[src/hdl/pfx_pkg.sv]
// pfx_pkg: constants, types and tables shared by the pixel effect unit
// no dependencies; compiled first
package pfx_pkg;

	// coordinate range and ripple period
	localparam int MaxDim = 4096;
	localparam logic [11:0] CoordMask = 12'(MaxDim - 1);
	localparam int RipplePeriod = 50;
	localparam int RippleIdxW = $clog2(RipplePeriod);
	localparam int RippleShift = 24;
	localparam int RippleRecipW = 24;
	localparam logic [RippleRecipW-1:0] RippleRecip =
		RippleRecipW'((2 ** RippleShift + RipplePeriod - 1) / RipplePeriod);
	localparam int RippleProdW = 12 + RippleRecipW;

	// configuration port
	localparam int CfgIdxW = 2;
	localparam int CfgDataW = 13;

	typedef enum logic [CfgIdxW-1:0] {
		CFG_MODE   = 2'd0,
		CFG_WIDTH  = 2'd1,
		CFG_HEIGHT = 2'd2
	} cfg_reg_t;

	typedef enum logic [3:0] {
		FX_NONE    = 4'd0,
		FX_GRAY    = 4'd1,
		FX_INVERT  = 4'd2,
		FX_MIRROR  = 4'd3,
		FX_ZERO_R  = 4'd4,
		FX_ZERO_G  = 4'd5,
		FX_ZERO_B  = 4'd6,
		FX_SEPIA   = 4'd7,
		FX_WAVE    = 4'd8,
		FX_FISHEYE = 4'd9
	} effect_t;

	// sepia matrix, rows are output channels, Q0.10
	localparam logic [9:0] SepiaCoef [3][3] = '{
		'{10'd402, 10'd787, 10'd194},
		'{10'd357, 10'd702, 10'd172},
		'{10'd279, 10'd547, 10'd134}
	};
	// floor(s / 3) as (s * 683) >> 11, exact for s up to 765
	localparam logic [9:0] GrayRecip = 10'd683;

	// fisheye arithmetic
	localparam int SqrtInW = 43;
	localparam int RootW = 22;
	localparam int SqrtSteps = 22;
	localparam int M8W = 17;
	localparam logic [M8W-1:0] M8Cap = 17'd102400;
	localparam int DivNumW = M8W + 16;
	localparam int DivSteps = 25;
	localparam int QW = 27;
	localparam int SideLen = SqrtSteps + DivSteps + 3;

	localparam int WaveLen = 50;
	localparam logic signed [3:0] WaveTable [WaveLen] = '{
		4'sd0, 4'sd0, 4'sd1, 4'sd1, 4'sd2, 4'sd2, 4'sd3, 4'sd3, 4'sd4, 4'sd4,
		4'sd4, 4'sd4, 4'sd4, 4'sd4, 4'sd4, 4'sd4, 4'sd4, 4'sd4, 4'sd3, 4'sd3,
		4'sd2, 4'sd2, 4'sd1, 4'sd0, 4'sd0, 4'sd0, 4'sd0, -4'sd1, -4'sd2, -4'sd2,
		-4'sd3, -4'sd3, -4'sd4, -4'sd4, -4'sd4, -4'sd4, -4'sd4, -4'sd4, -4'sd4, -4'sd4,
		-4'sd4, -4'sd4, -4'sd3, -4'sd3, -4'sd2, -4'sd2, -4'sd1, -4'sd1, 4'sd0, 4'sd0
	};

	function automatic logic signed [3:0] wave_offset(input logic [RippleIdxW-1:0] k);
		logic [7:0] ke;
		ke = 8'(k);
		if (ke < 8'(WaveLen))
			wave_offset = WaveTable[ke[5:0]];
		else
			wave_offset = 4'sd0;
	endfunction

	// per-pixel data that rides alongside the fisheye units
	typedef struct packed {
		logic [3:0]         mode;
		logic [13:0]        px;
		logic [11:0]        py;
		logic [7:0]         r;
		logic [7:0]         g;
		logic [7:0]         b;
		logic signed [13:0] dx;
		logic signed [13:0] dy;
	} side_t;

	typedef struct packed {
		logic signed [13:0] dest_x;
		logic [11:0]        dest_y;
		logic [7:0]         red;
		logic [7:0]         green;
		logic [7:0]         blue;
	} res_t;

endpackage

[src/hdl/pfx_sqrt_pipe.sv]
// pfx_sqrt_pipe: integer square root, one result bit per register stage
// depends on pfx_pkg
module pfx_sqrt_pipe import pfx_pkg::*; (
	input  logic               clk,
	input  logic               en,
	input  logic [SqrtInW-1:0] rad,
	output logic [RootW-1:0]   root
);

	logic [SqrtInW-1:0] v_q    [SqrtSteps];
	logic [SqrtInW-1:0] root_q [SqrtSteps];

	for (genvar j = 0; j < SqrtSteps; j++) begin : g_step
		localparam logic [SqrtInW-1:0] Bit = SqrtInW'(1) << (2 * (SqrtSteps - 1 - j));
		logic [SqrtInW-1:0] v_in;
		logic [SqrtInW-1:0] r_in;
		logic [SqrtInW-1:0] trial;
		logic               ge;

		if (j == 0) begin : g_first
			assign v_in = rad;
			assign r_in = '0;
		end else begin : g_next
			assign v_in = v_q[j-1];
			assign r_in = root_q[j-1];
		end

		assign trial = r_in + Bit;
		assign ge = (v_in >= trial);

		always_ff @(posedge clk) begin
			if (en) begin
				v_q[j] <= ge ? v_in - trial : v_in;
				root_q[j] <= ge ? (r_in >> 1) + Bit : (r_in >> 1);
			end
		end
	end

	assign root = root_q[SqrtSteps-1][RootW-1:0];

endmodule

[config.mk]
export PLATFORM = sky130hd
export DESIGN_NAME = pfx_sqrt_pipe
export DESIGN_NICKNAME = d
export VERILOG_FILES = /design/src/hdl/pfx_pkg.sv /design/src/hdl/pfx_sqrt_pipe.sv
export SDC_FILE = /design/constraint.sdc
export NUM_CORES = 2
export LEC_CHECK = 0
export ABC_AREA = 1
export BUFFER_PORTS_ARGS = -buffer_cell sky130_fd_sc_hd__buf_2
export CAP_MARGIN = 10
export CELL_PAD_IN_SITES_DETAIL_PLACEMENT = 0
export CELL_PAD_IN_SITES_GLOBAL_PLACEMENT = 1
export CORE_MARGIN = 10
export CORE_UTILIZATION = 52
export DETAILED_ROUTE_END_ITERATION = 16
export MAX_ROUTING_LAYER = met4
export PLACE_DENSITY_LB_ADDON = 0.1
export SETUP_SLACK_MARGIN = 0.1
export SLEW_MARGIN = 20
export SYNTH_ARGS = -nofsm -noshare
export SYNTH_HDL_FRONTEND = slang
export SYNTH_SLANG_ARGS = --single-unit
export TNS_END_PERCENT = 50
[constraint.sdc]
create_clock -name clk -period 4.85 [get_ports clk]
set_input_delay 0.97 -clock clk [delete_from_list [all_inputs] [get_ports clk]]
set_output_delay 0.97 -clock clk [all_outputs]
set_load 0.02 [all_outputs]
==> summary.md <==
| Metric | Value |
|---|---|
| Status | `complete, no violations` |
| Min cycle time layout | `3.384 ns` |
| Skew-Pair Late Insertion Delay | `0.83 ns` |
| Slowest CP cell | `nand2_1` |
| Final nets | `7533` |
| First-pass GRT wire length | `266.6 mm` |
| R2r setup slk | `1.47 ns` |
| P_int | `0.02081 W` |
| Synthesis-to-layout area growth | `10.55%` |
| Clock share of power | `0.309` |
| Final hold slack | `0.3162 ns` |
| HPWL Detailed | `137.9 mm` |
| Number of global-route vias before repair | `45280` |
| Max-cap violations | `0` |
| Worst Path Class, Setup | `flop to flop` |
| Clk sink count | `1156` |
| Worst Tran Pin Value | `1.049 ns` |
| Starting Density | `0.5246` |
| P_sw | `0.01039 W` |
| Critical path fanouts, max | `23` |
| Row cnt | `127` |
| Post-Route Setup TNS | `0 ns` |
| Synth top area share | `0.5501` |
| Pins Over Slew Limit | `0` |
| Critical-path cell list | `ha_1 -> nand2_1 -> nor2_1 -> nand3_1 -> nor2_1 -> nand3_1 -> nor2b_1 -> nand2_1 -> inv_2 -> nand2_1 -> nand2_1` |
| Worst path arrival time | `3.91 ns` |
| GP Congestion | `0.9616` |
| Synth area leaders | `edfxtp_1 55%, nand2_1 13%, inv_1 6.2%, ha_1 5.4%, nor2_1 4.6%` |
| Clk buf depth | `3` |
| Hold Violations, Final | `0` |
| Worst vdd ir | `0.0004265 V` |
| PostCTS Resize Cnt | `0` |
| Layout Skew | `0.09914 ns` |
| Syn nets | `7361` |
| DRC viols | `0` |
| Port buffer count | `66` |
| Via count | `47520` |
| Final WL | `174.0 mm` |
| Cells after Synth | `7045` |
| CTS tree | `built` |
| CTS clk-pin slew, worst paths | `0.06 ns` |
| Fillcell total | `10760` |
| I/O pin count | `67` |
| Mean Syn Cell Area | `8.957 um2` |
| DR vias/cell | `5.320` |
| Count leader, synth | `nand2_1` |
| Seq pwr share | `0.446` |
| Gr ovfl total | `0` |
| Tot GR Track Use | `0.2598` |
| Root buffer cell | `clkbuf_16` |
| Part of the power in combinational logic | `0.246` |
| Setup bufs post-CTS | `0` |
| # H-tree levels | `3` |
| Static leakage | `30.05 nW` |
| Final ANT Viol Nets | `0` |
| Yosys reg bits | `1156` |
| Area of the mapped netlist | `63100 um2` |
| Slew HR | `0.3000` |
| Hold crit path type | `input pin to flop` |
| Iter 0 DRT Violations | `4565` |
| CP most frequent cell | `nand2_1` |
| Switch share | `0.3331` |
| Initial antenna violation count | `1` |
| CP required | `5.37 ns` |
| Top FF cell, synth | `edfxtp_1` |
| Sequential fraction of the synthesis area | `0.5501` |
| Die X | `368.3 um` |
| CP Launch Type | `flop` |
| Wire length per cell | `19.49 um` |
| RSZ-0062 raised after global routing | `false` |
| CORE AREA | `120300 um2` |
| Hold buffers post-CTS | `0` |
| Worst path max stage delay | `0.64 ns` |
| Final setup fails | `0` |
| Post-synth top cells | `2102 x nand2_1, 1156 x edfxtp_1, 1044 x inv_1` |
| Power per cell area | `447.3 nW/um2` |
| Synthesis Warnings | `0` |
| Number of flops mapped to enable cells by yosys | `1156` |
| Layout cell share with drive strength beyond 1 | `0.05070` |
| Async SR Flop Fraction | `0` |
| Post-synthesis cell type count | `56` |
| Max Clk Rate | `0.2955 GHz` |
| DIE AREA | `135700 um2` |
| First-pass DRT Iterations | `7` |
| Critical Path End Type | `flop` |
| Largest net degree at the start of global routing | `99` |
| Die height | `368.3 um` |
| Cell taking the most area after synthesis | `edfxtp_1` |
| Period utilization | `0.6978` |
| Num CTS Buffers | `121` |
## placed cells by master, fill, tap and decap left out, types with 9 or more instances in the layout
cell type   count
buf_12         16
o21a_1         12
xnor2_1       112
clkinv_2       22
nand2_1      2102
a21o_1         13
nor2_1        766
nand3b_1       40
nor3_1         87
nand3_1       380
a21boi_0       12
edfxtp_1     1156
nand4_1       135
and2_1         10
nor3b_1         9
nor4_1         64
inv_1        1044
clkbuf_16     121
clkinvlp_4     12
buf_4          22
bufinv_16      17
o21ai_1        18
buf_2          65
xor2_1        125
or2_2          12
clkbuf_1       20
ha_1          271
a21oi_2        12
nor2_2         13
o21bai_1       13
inv_2          10
clkinv_1       15
a21oi_1       297
o21ai_0       216
## registers in the layout (all words and copies together) (netlist names)
signal	cells
v_q	903
root_q	253
## logic make-up after synthesis
group | share of synthesized area
XOR/XNOR | 0.03290
AO/OA/AOI/OAI | 0.05281
flip-flops | 0.5501
adder cells (fa/ha/maj) | 0.05374
AND/OR/NAND/NOR | 0.2420
buffers and inverters | 0.06837
other | 0.00005943
## routing by layer
layer  part of all wire  vias to the layer above  GRT usage
li1                   -                    23670          -
met1               0.46                    22340     0.3592
met2               0.46                     1275     0.4089
met3              0.055                      237    0.03307
met4              0.023                        0    0.05949
met5                  0                        -          -
## final cells by class
class / count / area, um2 / area share
Sequential cell: 1156 / 34710 / 0.4977
Inverter: 1054 / 3956 / 0.05672
Clock inverter: 83 / 1065 / 0.01526
Timing Repair Buffer: 104 / 825.8 / 0.01184
Antenna cell: 1 / 2.502 / 0.00003587
Clock buffer: 141 / 3103 / 0.04448
Multi-Input combinational cell: 4780 / 24070 / 0.3451
Tap cell: 1612 / 2017 / 0.02891
## path summary, 6_finish.rpt
| kind | start | endpoint | cells after the start |
|---|---|---|---|
| setup / recovery | v_q[12][21] | v_q[13][19] | 11 |
| hold / removal | rad[16] | v_q[0][16] | 1 |
| setup reg to reg | v_q[12][21] | v_q[13][19] | 11 |
| hold reg to reg | v_q[16][2] | v_q[17][2] | 0 |
## worst max-delay path: cells and delay by family, from the launching register on
family / cells / cell delay, ns
simple gates: 9 / 1.90
flops: 1 / 0.39
fa+ha+maj: 1 / 0.40
buf+inv: 1 / 0.42
## per-stage QoR
step           cells    util  setup WS [ns]  total power, W  instance area (um2)
6_report        8931  0.5799          1.466         0.03120                69750
5_1_grt         8930  0.5799          1.165         0.03298                69750
4_1_cts         8930  0.5799          1.464         0.03134                69750
3_5_place_dp    8706  0.5452          1.470         0.02167                65580
3_3_place_gp    8706  0.5452          1.525         0.02165                65580
2_1_floorplan   7045       -          2.693         0.01893                63100
## power by group through the flow
stage                     Sequential [W]  Combinational [W]  Clock, W
final                             0.0139            0.00766   0.00963
after global placement            0.0141            0.00756         0
after CTS                         0.0139            0.00762   0.00982
after detailed placement          0.0141            0.00758         0
after global routing              0.0140            0.00872    0.0102
after floorplan                   0.0135            0.00546         0
Power figures use the tool's default switching activity.
