===== config.mk =====
export PLATFORM = sky130hd
export DESIGN_NAME = pfx_div_pipe
export DESIGN_NICKNAME = d
export VERILOG_FILES = /design/src/hdl/pfx_pkg.sv /design/src/hdl/pfx_div_pipe.sv
export SDC_FILE = /design/constraint.sdc
export NUM_CORES = 2
export LEC_CHECK = 0
export BUFFER_PORTS_ARGS = -buffer_cell sky130_fd_sc_hd__buf_2
export CORE_UTILIZATION = 64
export DETAILED_ROUTE_END_ITERATION = 8
export PLACE_DENSITY_LB_ADDON = 0.3
export SETUP_SLACK_MARGIN = 0.15
export SYNTH_ARGS = -nofsm -noshare
export SYNTH_HDL_FRONTEND = slang
export SYNTH_SLANG_ARGS = --single-unit

===== constraint.sdc =====
create_clock -name clk -period 5.1 [get_ports clk]
set_clock_uncertainty 0.1 [all_clocks]
set_input_delay 1.53 -clock clk [delete_from_list [all_inputs] [get_ports clk]]
set_output_delay 1.53 -clock clk [all_outputs]
set_load 0.01 [all_outputs]

===== src/hdl/pfx_pkg.sv =====
// pfx_pkg: constants, types and tables shared by the pixel effect unit
// no dependencies; compiled first
package pfx_pkg;

	// coordinate range and ripple period
	localparam int MaxDim = 4096;
	localparam logic [11:0] CoordMask = 12'(MaxDim - 1);
	localparam int RipplePeriod = 50;
	localparam int RippleIdxW = $clog2(RipplePeriod);
	localparam int RippleShift = 24;
	localparam int RippleRecipW = 24;
	localparam logic [RippleRecipW-1:0] RippleRecip =
		RippleRecipW'((2 ** RippleShift + RipplePeriod - 1) / RipplePeriod);
	localparam int RippleProdW = 12 + RippleRecipW;

	// configuration port
	localparam int CfgIdxW = 2;
	localparam int CfgDataW = 13;

	typedef enum logic [CfgIdxW-1:0] {
		CFG_MODE   = 2'd0,
		CFG_WIDTH  = 2'd1,
		CFG_HEIGHT = 2'd2
	} cfg_reg_t;

	typedef enum logic [3:0] {
		FX_NONE    = 4'd0,
		FX_GRAY    = 4'd1,
		FX_INVERT  = 4'd2,
		FX_MIRROR  = 4'd3,
		FX_ZERO_R  = 4'd4,
		FX_ZERO_G  = 4'd5,
		FX_ZERO_B  = 4'd6,
		FX_SEPIA   = 4'd7,
		FX_WAVE    = 4'd8,
		FX_FISHEYE = 4'd9
	} effect_t;

	// sepia matrix, rows are output channels, Q0.10
	localparam logic [9:0] SepiaCoef [3][3] = '{
		'{10'd402, 10'd787, 10'd194},
		'{10'd357, 10'd702, 10'd172},
		'{10'd279, 10'd547, 10'd134}
	};
	// floor(s / 3) as (s * 683) >> 11, exact for s up to 765
	localparam logic [9:0] GrayRecip = 10'd683;

	// fisheye arithmetic
	localparam int SqrtInW = 43;
	localparam int RootW = 22;
	localparam int SqrtSteps = 22;
	localparam int M8W = 17;
	localparam logic [M8W-1:0] M8Cap = 17'd102400;
	localparam int DivNumW = M8W + 16;
	localparam int DivSteps = 25;
	localparam int QW = 27;
	localparam int SideLen = SqrtSteps + DivSteps + 3;

	localparam int WaveLen = 50;
	localparam logic signed [3:0] WaveTable [WaveLen] = '{
		4'sd0, 4'sd0, 4'sd1, 4'sd1, 4'sd2, 4'sd2, 4'sd3, 4'sd3, 4'sd4, 4'sd4,
		4'sd4, 4'sd4, 4'sd4, 4'sd4, 4'sd4, 4'sd4, 4'sd4, 4'sd4, 4'sd3, 4'sd3,
		4'sd2, 4'sd2, 4'sd1, 4'sd0, 4'sd0, 4'sd0, 4'sd0, -4'sd1, -4'sd2, -4'sd2,
		-4'sd3, -4'sd3, -4'sd4, -4'sd4, -4'sd4, -4'sd4, -4'sd4, -4'sd4, -4'sd4, -4'sd4,
		-4'sd4, -4'sd4, -4'sd3, -4'sd3, -4'sd2, -4'sd2, -4'sd1, -4'sd1, 4'sd0, 4'sd0
	};

	function automatic logic signed [3:0] wave_offset(input logic [RippleIdxW-1:0] k);
		logic [7:0] ke;
		ke = 8'(k);
		if (ke < 8'(WaveLen))
			wave_offset = WaveTable[ke[5:0]];
		else
			wave_offset = 4'sd0;
	endfunction

	// per-pixel data that rides alongside the fisheye units
	typedef struct packed {
		logic [3:0]         mode;
		logic [13:0]        px;
		logic [11:0]        py;
		logic [7:0]         r;
		logic [7:0]         g;
		logic [7:0]         b;
		logic signed [13:0] dx;
		logic signed [13:0] dy;
	} side_t;

	typedef struct packed {
		logic signed [13:0] dest_x;
		logic [11:0]        dest_y;
		logic [7:0]         red;
		logic [7:0]         green;
		logic [7:0]         blue;
	} res_t;

endpackage


===== src/hdl/pfx_div_pipe.sv =====
// pfx_div_pipe: restoring divider, one quotient bit per register stage
// depends on pfx_pkg; quotient must fit in DivSteps bits
module pfx_div_pipe import pfx_pkg::*; (
	input  logic               clk,
	input  logic               en,
	input  logic [DivNumW-1:0] num,
	input  logic [RootW-1:0]   den,
	output logic [DivSteps-1:0] quot
);

	logic [RootW-1:0]    p_q    [DivSteps];
	logic [DivSteps-1:0] n_q    [DivSteps];
	logic [RootW-1:0]    den_q  [DivSteps];
	logic [DivSteps-1:0] quot_q [DivSteps];

	for (genvar j = 0; j < DivSteps; j++) begin : g_step
		logic [RootW-1:0]    p_in;
		logic [DivSteps-1:0] n_in;
		logic [RootW-1:0]    d_in;
		logic [DivSteps-1:0] q_in;
		logic [RootW:0]      t;
		logic                ge;
		logic [DivSteps-1:0] q_nx;

		if (j == 0) begin : g_first
			assign p_in = RootW'(num[DivNumW-1:DivSteps]);
			assign n_in = num[DivSteps-1:0];
			assign d_in = den;
			assign q_in = '0;
		end else begin : g_next
			assign p_in = p_q[j-1];
			assign n_in = n_q[j-1];
			assign d_in = den_q[j-1];
			assign q_in = quot_q[j-1];
		end

		assign t = {p_in, n_in[DivSteps-1-j]};
		assign ge = (t >= {1'b0, d_in});

		always_comb begin
			q_nx = q_in;
			q_nx[DivSteps-1-j] = ge;
		end

		always_ff @(posedge clk) begin
			if (en) begin
				p_q[j] <= ge ? RootW'(t - {1'b0, d_in}) : t[RootW-1:0];
				n_q[j] <= n_in;
				den_q[j] <= d_in;
				quot_q[j] <= q_nx;
			end
		end
	end

	assign quot = quot_q[DivSteps-1];

endmodule


==> metrics.md <==
| Metric | Value |
|---|---|
| DP Worst Slack | `about 0.36 ns` |
| Die area | `between 0.1 and 0.15 sq mm` |
| Synth Instances | `~6400` |
| Synth Net Count | `between 7000 and 8000` |
| First-pass GRT wire length | `around 250000 microns` |
| Maxcap violations | `0` |
| HP Class | `reg -> reg` |
| Synth Flop Type | `edfxtp_1` |
| Area of the multi-input gates | `between 0.02 and 0.03 sq mm` |
| I/O pin cnt | `between 80 and 90` |
| Peak VDD IR | `between 0.0004 and 0.0005 V` |
| Placed Cells | `roughly 8100` |
| Critical Path RT | `5.54 ns` |
| Slowest CP cell | `a2111oi_2` |
| WP buf/inv | `2` |
| Clk slew on worst S/H paths | `roughly 0.06 ns` |
| CP top delay family | `compound AO/OA/AOI/OAI gates` |
| Vias in the first global route | `48440` |
| Pwr per Cell Area | `just over 600 mW/mm^2` |
| Worst path arrival time | `4.76 ns` |
| Post-synthesis mux area share | `0.02639` |
| Worst hold stages | `0` |
| XOR/XNOR share of the synthesized area | `0.04440` |
| # resized after CTS | `0` |
| Placer Congestion | `approximately 0.91` |
| DRC Markers | `0` |
| Area after DPL | `0.08472 sq mm` |
| Largest net degree at the start of global routing | `110` |
| Area contributors post-synth | `edfxtp_1, ha_1, inv_1, xnor2_1, a21oi_1` |
| Rows | `between 100 and 150` |
| EDFF count, synth | `between 1500 and 2000` |
| Die Y | `roughly 360 microns` |
| 1st-pass router iterations | `5` |
| Via/cell ratio | `approximately 5.9` |
| Post-layout nets | `7225` |
| Crit path largest cell delay | `0.57 ns` |
| Total number of vias | `between 40000 and 50000` |
| H-tree lvl count | `4` |
| Most used cell, CP | `o21ai_0` |
| Number of synthesis warnings | `0` |
| Highest clock rate | `around 230 MHz` |
| Critical Path Start Type | `flop` |
| Fillers | `8351` |
| Mean Syn Cell Area | `around 13 sq um` |
| Drt initial violations | `around 4100` |
| Wirelength, routed | `approximately 160000 microns` |
| Status | `finished clean` |
| GRT Residual Overflow | `0` |
| Worst-Margin Slew | `1.191 ns` |
| Overall Power | `roughly 55 mW` |
| R2r setup slk | `around 0.78 ns` |
| CTS tree | `done` |
| Sequential Area | `slightly above 0.05 sq mm` |
| Final Cycle Share | `0.8463` |
| Clk sinks | `around 1700` |
| Hold slack | `~0.3 ns` |
| Hold Buf Count CTS | `0` |
| Async SR Flop Fraction | `0` |
| R2r startpoint | `den_q[1][1]$_DFFE_PP_` |
| Non-filler instance count after layout | `~8400` |
| Synth Area in Simple Gates | `0.06954` |
| Post-DRT Antenna Nets | `0` |
| P_leak | `roughly 36 nW` |
| RSZ-0062 raised after global routing | `no` |
| Final TNS setup | `0 ns` |
| Root Driver | `clkbuf_16` |
| Yosys top cell area share | `0.6166` |
| Core area | `around 0.13 sq mm` |
| Crit. End Element | `flop` |
| Diodes inserted | `0` |
| Shortest period the worst path allows | `between 4 and 5 ns` |
| Die width | `about 360 microns` |
| Starting Density | `0.6486` |
| Max-slew violations | `0` |
| Number of port buffers | `81` |
| Register area share after synthesis | `0.6166` |
| Crit Path Max Fanout | `19` |
| Adder-cell share of the synthesized area | `0.08794` |
| Total CTS buffers | `171` |
| Rel. slew slack | `0.2059` |
| Cell variety after synth | `around 90` |
| Drt wl/cell | `roughly 19 microns` |
| Worst-skew pair later-pin latency | `~0.80 ns` |
| Largest family of logic cells by synthesized area | `compound AO/OA/AOI/OAI gates` |
| Worst reg2reg endpoint | `p_q[1][25]$_DFFE_PP_` |
| Synth Area in Compound Gates | `0.1190` |
| Share of layout cells above drive strength 1 | `0.09267` |
| Post-DP HPWL | `around 110000 microns` |
| Clock Tree Buf Depth | `3` |
| Depth of the worst register-to-register path | `13` |
| Endpoints failing setup | `0` |
| GRT Total Usage | `0.2426` |
| Fin worst setup slack | `between 0.7 and 0.8 ns` |
| Register bit total from synthesis | `around 1700` |
| Final core utilization | `0.7157` |
| Hold worst-path end | `quot_q[18][19]$_DFFE_PP_` |
| Final instance area | `0.09034 sq mm` |
| Kind of critical path | `reg -> reg` |
| Antenna violations before repair | `0` |
| Most area-hungry cell type in the Yosys netlist | `edfxtp_1` |
| Area growth from synthesis to layout | `10.35%` |
| Start point of the worst hold path | `quot_q[17][19]$_DFFE_PP_` |
| Count leader, synth | `edfxtp_1` |
| Synth Cell Area | `approximately 0.08 sq mm` |
| Fin. Hold Viols | `0` |
| CP cell instances | `inv_1, ha_1, nor2b_1, o21ai_0, a21boi_0, o21ai_0, a2111oi_2, a221o_1, a21o_1, a21oi_1, o21ai_2, buf_4, mux2_2` |
| Synth cell count leaders | `edfxtp_1, inv_1, ha_1` |
| # Post-CTS Setup Buffers | `0` |
-- layer usage --
metal  GRT usage  routed length, microns
met5           0                       0
met4     0.07307                    3873
met3     0.03580                    8097
met2      0.4007                   75690
met1      0.3348                   68980
-- worst register-to-register path, stage by stage, from the launching register on --
cell       delay (ns)
edfxtp_1         0.40
inv_1            0.10
ha_1             0.29
nor2b_1          0.13
o21ai_0          0.10
a21boi_0         0.28
o21ai_0          0.23
a2111oi_2        0.57
a221o_1          0.39
a21o_1           0.20
a21oi_1          0.12
o21ai_2          0.38
buf_4            0.37
mux2_2           0.41
-- kinds of logic after synthesis --
family / count (synthesis)
compound gates: 1540
xor+xnor: 415
fa+ha+maj: 561
buf+inv: 770
flops: 1681
mux: 190
simple gates: 1226
-- cells in the final DEF, fill, tap and decap left out, types with 16 or more instances in the layout --
cell       netlist  routed
nor3_1          85      85
edfxtp_1      1681    1681
nand2b_1        56      56
buf_12           0      18
and3_1          33      33
a21o_1         246     246
or3_1           23      23
clkinv_1         0      32
clkbuf_1        62      28
nor2_1         298     298
o31ai_1         40      40
ha_1           537     537
inv_1          668     668
xor2_1         162     162
clkbuf_16        0     178
buf_2           26      80
nand4_1         66      66
clkinv_2         0      28
nor4_1          16      16
a31oi_1         35      35
a211oi_1        43      43
o21bai_1        55      55
nand2_1        442     442
mux2_2         159     159
a21oi_1        435     435
xnor2_1        253     253
nor2b_1         68      68
fa_1            24      24
o21a_1          58      58
o21ai_0        424     424
buf_4            4      53
bufinv_16        0      19
nand3_1         74      74
-- cell type report --
class,count,share of cell area
Sequential cell,1681,0.5588
Multi-Input combinational cell,3932,0.3155
Clock buffer,206,0.05047
Inverter,670,0.02784
Tap cell,1650,0.02285
Timing Repair Buffer,151,0.01283
Clock inverter,104,0.01170
-- report_power, final --
group	internal [mW]	switching, mW
Sequential	19.5	1.70
Clock	7.33	5.18
Combinational	9.45	11.8
-- worst max-delay path by stage --
stage | from | end | slack [ns] | cells past startpoint
after floorplan | num[24] | p_q[0][10]$_SDFFCE_PP0P_ | 0.54 | 15
after global placement | num[24] | p_q[0][0]$_DFFE_PP_ | 0.38 | 15
after detailed placement | num[24] | p_q[0][0]$_DFFE_PP_ | 0.36 | 15
after CTS | den_q[1][1]$_DFFE_PP_ | p_q[1][25]$_DFFE_PP_ | 0.85 | 13
after global routing | p_q[2][93]$_DFFE_PP_ | p_q[2][111]$_DFFE_PP_ | 0.49 | 11
final | den_q[1][1]$_DFFE_PP_ | p_q[1][25]$_DFFE_PP_ | 0.78 | 13
-- flip-flops by register name (all words and copies together) (netlist names) --
signal	cells
den_q	528
p_q	528
quot_q	325
n_q	300
Power figures use the tool's default switching activity.
